File: config.mk
export PLATFORM = sky130hd
export DESIGN_NAME = bfa_summary
export DESIGN_NICKNAME = d
export VERILOG_FILES = /design/src/rtl/core/bfa_pkg.sv /design/src/rtl/core/bfa_summary.sv
export SDC_FILE = /design/constraint.sdc
export NUM_CORES = 2
export LEC_CHECK = 0
export BUFFER_PORTS_ARGS = -buffer_cell sky130_fd_sc_hd__buf_2
export CORE_UTILIZATION = 40
export CTS_CLUSTER_DIAMETER = 60
export DETAILED_ROUTE_END_ITERATION = 8
export PLACE_DENSITY_LB_ADDON = 0.05
export SETUP_SLACK_MARGIN = 0.4
export SKIP_CTS_REPAIR_TIMING = 1
export SLEW_MARGIN = 20
export SYNTH_ARGS = -nofsm -noshare
export SYNTH_HDL_FRONTEND = slang
export SYNTH_SLANG_ARGS = --single-unit
File: constraint.sdc
create_clock -name clock -period 3 [get_ports clock]
set_input_delay 0.15 -clock clock [delete_from_list [all_inputs] [get_ports clock]]
set_output_delay 0.15 -clock clock [all_outputs]
set_load 0.01 [all_outputs]
File: src/rtl/core/bfa_pkg.sv
`default_nettype none

package bfa_pkg;

   // Bitmap geometry: one bit per frame, 1 = used, 0 = free.
   localparam int unsigned ROW_WIDTH   = 64;
   localparam int unsigned ROW_COUNT   = 512;
   localparam int unsigned COL_BITS    = $clog2(ROW_WIDTH);
   localparam int unsigned ROW_BITS    = $clog2(ROW_COUNT);

   // Field widths of the request, response and page count register.
   localparam int unsigned FRAME_BITS  = 15;
   localparam int unsigned COUNT_BITS  = 16;
   localparam int unsigned KIND_BITS   = 2;
   localparam int unsigned STATUS_BITS = 2;

   // The not-full summary is searched in two steps: a group, then a row within it.
   localparam int unsigned GROUP_SIZE  = 64;
   localparam int unsigned GROUP_COUNT = ROW_COUNT / GROUP_SIZE;
   localparam int unsigned GROUP_BITS  = $clog2(GROUP_COUNT);
   localparam int unsigned GSEL_BITS   = $clog2(GROUP_SIZE);

   // Highest frame limit the bitmap and the frame field can hold.
   localparam int unsigned FRAME_SPACE_RAW =
      (ROW_COUNT * ROW_WIDTH < (2 ** FRAME_BITS)) ? ROW_COUNT * ROW_WIDTH : (2 ** FRAME_BITS);
   localparam logic [COUNT_BITS-1:0] FRAME_SPACE = COUNT_BITS'(FRAME_SPACE_RAW);
   localparam logic [COUNT_BITS-1:0] PAGE_COUNT_RESET = COUNT_BITS'(32768);

   localparam logic [ROW_WIDTH-1:0] ROW_ONES = '1;

   // Request kinds.
   typedef enum logic [KIND_BITS-1:0] {
      KIND_ALLOC = 2'd0,
      KIND_FREE  = 2'd1,
      KIND_MARK  = 2'd2,
      KIND_QUERY = 2'd3
   } kind_type;

   // Response status codes.
   typedef enum logic [STATUS_BITS-1:0] {
      STATUS_OK    = 2'd0,
      STATUS_NONE  = 2'd1,
      STATUS_RANGE = 2'd2
   } status_type;

   // Result of the summary search: lowest row that still has a free frame.
   typedef struct packed {
      logic                any;
      logic [ROW_BITS-1:0] row;
   } find_type;

   // Summary update after a row has been written back.
   typedef struct packed {
      logic                en;
      logic [ROW_BITS-1:0] row;
      logic                avail;
   } update_type;

   // Index of the lowest set bit of a bitmap row (0 when none is set).
   function automatic logic [COL_BITS-1:0] first_set_col(input logic [ROW_WIDTH-1:0] v);
      logic [COL_BITS-1:0] idx;
      idx = '0;
      for (int i = ROW_WIDTH - 1; i >= 0; i--) begin
         if (v[i]) idx = COL_BITS'(i);
      end
      return idx;
   endfunction

   // Index of the lowest set bit of a summary group word.
   function automatic logic [GSEL_BITS-1:0] first_set_gsel(input logic [GROUP_SIZE-1:0] v);
      logic [GSEL_BITS-1:0] idx;
      idx = '0;
      for (int i = GROUP_SIZE - 1; i >= 0; i--) begin
         if (v[i]) idx = GSEL_BITS'(i);
      end
      return idx;
   endfunction

   // Index of the lowest group that holds a not-full row.
   function automatic logic [GROUP_BITS-1:0] first_set_group(input logic [GROUP_COUNT-1:0] v);
      logic [GROUP_BITS-1:0] idx;
      idx = '0;
      for (int i = GROUP_COUNT - 1; i >= 0; i--) begin
         if (v[i]) idx = GROUP_BITS'(i);
      end
      return idx;
   endfunction

endpackage

`default_nettype wire

File: src/rtl/core/bfa_summary.sv
`default_nettype none

// Row-not-full summary with a two-step lowest-row search.
// Step one (scan_en) picks the lowest group with a not-full row and registers
// its summary word; step two encodes the row inside that word.
module bfa_summary (
   input  wire logic                clock,
   input  wire logic                reset,
   input  wire bfa_pkg::update_type upd,
   input  wire logic                scan_en,
   output bfa_pkg::find_type        find
);

   logic [bfa_pkg::ROW_COUNT-1:0]   avail_ff;
   logic [bfa_pkg::ROW_COUNT-1:0]   avail_in;
   logic [bfa_pkg::GROUP_COUNT-1:0] group_any;
   logic [bfa_pkg::GROUP_BITS-1:0]  group_sel;
   logic [bfa_pkg::GROUP_BITS-1:0]  grp_ff;
   logic [bfa_pkg::GROUP_SIZE-1:0]  word_ff;
   logic                            any_ff;

   // A row is marked not-full after a write back that leaves a clear bit.
   always_comb begin
      avail_in = avail_ff;
      if (upd.en) avail_in[upd.row] = upd.avail;
   end

   // Reset leaves every row full, matching the all-used bitmap.
   always_ff @(posedge clock) begin
      if (reset) begin
         avail_ff <= '0;
      end else begin
         avail_ff <= avail_in;
      end
   end

   // One OR per group, then the lowest group that has a not-full row.
   always_comb begin
      for (int g = 0; g < bfa_pkg::GROUP_COUNT; g++) begin
         group_any[g] = |avail_ff[g*bfa_pkg::GROUP_SIZE +: bfa_pkg::GROUP_SIZE];
      end
      group_sel = bfa_pkg::first_set_group(group_any);
   end

   // First search step result.
   always_ff @(posedge clock) begin
      if (scan_en) begin
         grp_ff  <= group_sel;
         word_ff <= avail_ff[group_sel*bfa_pkg::GROUP_SIZE +: bfa_pkg::GROUP_SIZE];
         any_ff  <= |group_any;
      end
   end

   // Second step: row inside the chosen group.
   always_comb begin
      find.any = any_ff;
      find.row = {grp_ff, bfa_pkg::first_set_gsel(word_ff)};
   end

endmodule

`default_nettype wire

Word level (Yosys, flattened, before mapping). Cells that the tools add are included.

Bits in registers: 580. Input bits: 14. Output and inout port bits: 10. Word-level logic and storage cells: 92.

Muxes and demuxes: 75. Reduce and logical (&&, ||, !) cells: 10. Shift operators: 1. Order comparisons: 2.

Operators with widths (number): $bwmux W512 (1); $reduce_or A512 Y1 (1); $reduce_or A64 Y1 (8); $shiftx A512 B10 Y64 (1); $mux W6 (64); $mux W3 (8); $lt A9 B10 Y1 const B (1); $demux W1 S9 (1); $ge A9 B1 Y1 const B (1); $logic_and A1 B1 Y1 (1); $mux W1 (1).

Longest topological paths before layout.
Word-level depth: 64. Gate-level depth with buffers: 11. Gate-level depth less buffers: 8.

Worst setup path before layout. Ideal clock, no wire load.

Path kind: reg2reg. Start point: register avail_ff[422] (netlist bit). End point: register word_ff[10] (netlist bit), data pin. Data arrival time: 2315 ps. Period minus slack after synthesis: 2582 ps. Library setup time: 267 ps. Setup slack: 418 ps. Data required time: 2733 ps. Path buffers: 3. Cell stages (with the launch flop): 12. Cells stage by stage: dfxtp_1 -> nor4_1 -> nand4_1 -> or4_4 -> o21ai_2 -> a221o_1 -> buf_4 -> buf_6 -> buf_6 -> mux2i_1 -> a21o_1 -> o221ai_2.

Longest elaborated chain between the ends: 9.

Ends and longest elaborated chain: start: declaration (line bfa_summary.sv:14) `logic [bfa_pkg::ROW_COUNT-1:0] avail_ff;`; start signal: assignment (line bfa_summary.sv:33) `avail_ff <= avail_in;`; $reduce_or A64 Y1 (line bfa_summary.sv:40) `group_any[g] = |avail_ff[g*bfa_pkg::GROUP_SIZE +: bfa_pkg::GROUP_SIZE];`; $mux W3 (7 in a row) (line bfa_pkg.sv:84) `if (v[i]) idx = GROUP_BITS'(i);`; $shiftx A512 B10 Y64 (line bfa_summary.sv:49) `word_ff <= avail_ff[group_sel*bfa_pkg::GROUP_SIZE +: bfa_pkg::GROUP_SIZE];`; end signal: assignment (line bfa_summary.sv:49); end: declaration (line bfa_summary.sv:19) `logic [bfa_pkg::GROUP_SIZE-1:0] word_ff;`.

Every way passes these cells. A chain may end at the register's enable or synchronous reset.

Final worst setup path.
Start point: register avail_ff[175] (netlist bit). End point: register word_ff[34] (netlist bit), data pin.

Longest elaborated chain between the ends: 5.

Ends and longest elaborated chain (line): $reduce_or A64 Y1 (bfa_summary.sv:40); $mux W3 (3 in a row) (bfa_pkg.sv:84); $shiftx A512 B10 Y64 (bfa_summary.sv:49).

Every way passes these cells.

==> impl_metrics.py <==
metrics = {
    "outcome": {
        "outcome": "finished with violations",
        "violations": "negative hold slack, negative setup slack",
    },
    "logic_synthesis": {
        "avgSynthCellArea_sq_um": 8.53,
        "synthArstFlopShare_pct": 0,
        "ys.flop_type": "dfxtp_1",
        "synth_cell_type_count": 54,
        "synth_top_area_share_pct": 36.3,
        "synth_edf_count": 68,
        "ys_warn_count": 0,
        "yosys-top-cells-area": "dfxtp_1 (36%), a21oi_1 (9.4%), o21ai_0 (9.3%), nand3_1 (9.3%), edfxtp_1 (7.2%)",
        "synthesis.nets": 3324,
        "yosysTopAreaCell": "dfxtp_1",
        "ys_seq_area_share_pct": 43.5,
        "synth_area_sq_um": 28200,
        "synthCells": 3310,
        "synth-seq-cells": 580,
    },
    "floorplan": {
        "core_area_sq_um": 69900,
        "die_area_sq_um": 71600,
        "die_y_um": 268,
        "die_w_um": 268,
        "row_count": 97,
        "io_pins": 24,
        "start_util_pct": 40.4,
    },
    "global_routing": {
        "grt_pass1_vias": 28300,
        "grt_pass1_wl_um": 195000,
        "overflow": 0,
        "grt_usage_pct": 37.3,
        "antenna_found_initial": 6,
        "grt_max_degree": 93,
    },
    "cells_and_area": {
        "fin_util_pct": 54.7,
        "fillers": 6429,
        "layout_commonest_cell": "buf_4",
        "final_area_sq_um": 38300,
        "layout.nets": 3842,
        "syn2layout_area_growth_pct": 35.5,
        "fin_cells": 4823,
        "drive_above_1_share_pct": 30.1,
        "most-common-layout-cells": "buf_4 (675), a21oi_1 (524), nand3_1 (520)",
    },
    "critical_path": {
        "crit_family": "simple AND/OR/NAND/NOR gates",
        "cp.arrival_ns": 3.89,
        "path_max_fanout": 6,
        "cp_cell_sequence": "nor4_2, buf_4, nand4_1, nor4_4, buf_4, and3_1, a221o_4, buf_12, clkbuf_16, buf_12, mux2i_1, buf_4, a21o_1, o221ai_2",
        "cp_num_buf_inv": 6,
        "slowest_delay_ns": 0.43,
        "r2r_setup_slack_ns": -0.53,
        "start_kind": "register",
        "crit_type": "register to register",
        "worst_ep_required_time_ns": 3.36,
        "crit_top_cell": "buf_4",
        "crit_path_end_kind": "register",
        "slowest_stage": "nor4_4",
    },
    "cts": {
        "cts_sinks": 580,
        "clkLatencyLatePin_ns": 0.63,
        "cts_buffers": 71,
        "cts_root_buf": "clkbuf_16",
        "clk_pin_slew_ns": 0.06,
        "clockBufferDepth": 3,
        "h-tree-depth": 3,
        "cts_tree": "yes",
    },
    "drt": {
        "wirelength_um": 139000,
        "via_per_inst": 6.44,
        "ant_nets": 0,
        "drt_pass1_iterations": 6,
        "drc": 0,
        "avgRoutedWirePerCell_um": 28.8,
        "drt_iter0_markers": 4775,
        "num_vias": 31000,
    },
    "timing": {
        "setup_viol": 65,
        "clock_skew_ns": 0.0268,
        "tightest_slew_ns": 0.894,
        "drv_slew": 0,
        "fin_ws_ns": -0.533,
        "grt_setup_unrepaired": "true",
        "fmax_mhz": 283,
        "hold_violations": 1,
        "hold_ws_ns": -0.000544,
        "relSlewSlack_pct": 40.2,
        "tns_ns": -27.01,
        "final.period_utilization_pct": 118,
        "period_needed_ns": 3.53,
    },
    "placement": {
        "post-place-ws_ns": -0.787,
        "gp_congestion": 0.942,
        "placed_area_sq_um": 34000,
        "hpwl_um": 87800,
        "port_buffers": 23,
        "dp_cells": 4643,
    },
    "pwr": {
        "power.density_nw_per_um2": 518,
        "power_leakage_uw": 0.0132,
        "peakVddDrop_v": 0.000391,
    },
    "run": {
        "maxCapViolCount": 0,
    },
    "min_path": {
        "min_path_type": "input pin to register",
    },
}
[state kept, by name, indices dropped and copies added (netlist names)]
name      count
grp_ff        3
word_ff      64
any_ff        1
avail_ff    512
[Yosys cell counts, types with 4 or more instances]
cell type	instances
o221ai_2	64
buf_2	14
a21oi_1	529
nand2b_1	5
nor4_2	4
clkbuf_1	288
buf_4	20
nand2_1	67
nor3_1	15
nor4_1	146
nor2b_1	7
o21ai_0	524
mux2i_1	192
or4_1	8
a211oi_2	64
and3_1	5
edfxtp_1	68
nand3_1	523
inv_1	13
a21o_1	64
nor2_1	80
a211oi_1	4
dfxtp_1	512
nand4_1	32
buf_6	16
[kinds of logic (layout without fill, tap and decap cells)]
group,after synthesis,after routing,share of synthesized area [%]
other cells,0,2,0
mux,192,192,6.81
buf+inv,355,925,5.49
compound gates,1269,1270,27.3
simple gates,914,914,16.9
flops,580,580,43.5
[final timing paths]
kind	cells after the start	to	startpoint
worst max register to register	14	word_ff[34]	avail_ff[175]
worst max-delay path	14	word_ff[34]	avail_ff[175]
worst min register to register	2	avail_ff[394]	avail_ff[394]
worst min-delay path	2	avail_ff[226]	reset
[metrics by stage]
step | power (uW) | hold slack [ns]
detailed placement | 10600 | 0.480
CTS | 19200 | -0.0223
global placement | 10500 | 0.476
floorplan | 9640 | 0.262
finish | 19800 | -0.000544
global route | 20200 | 0.0130
[layout make-up]
cell class,count,area (sq um),share of cell area (%)
repair buffers,786,6850,17.9
multi-input cells,2376,15600,40.7
clock inverters,22,249,0.651
inverters,13,48.8,0.128
clock buffers,104,2050,5.37
well taps,940,1180,3.07
flip-flops and latches,580,12300,32.2
diodes,2,5.00,0.0131
[power by group]
group | total (uW) | leakage, uW | switching, uW | internal [uW]
clock network | 8770 | 0.00113 | 3590 | 5180
registers | 8140 | 0.00482 | 139 | 8000
logic | 2910 | 0.00728 | 1690 | 1210
[layer usage]
metal | wire [um] | global-route usage (%) | up-vias
met5 | 0 | 0 | -
met1 | 60000 | 55.7 | 15300
met2 | 56700 | 51.0 | 2043
li1 | - | - | 13500
met3 | 17300 | 8.85 | 265
met4 | 5130 | 13.7 | 0
Power figures use the tool's default switching activity.
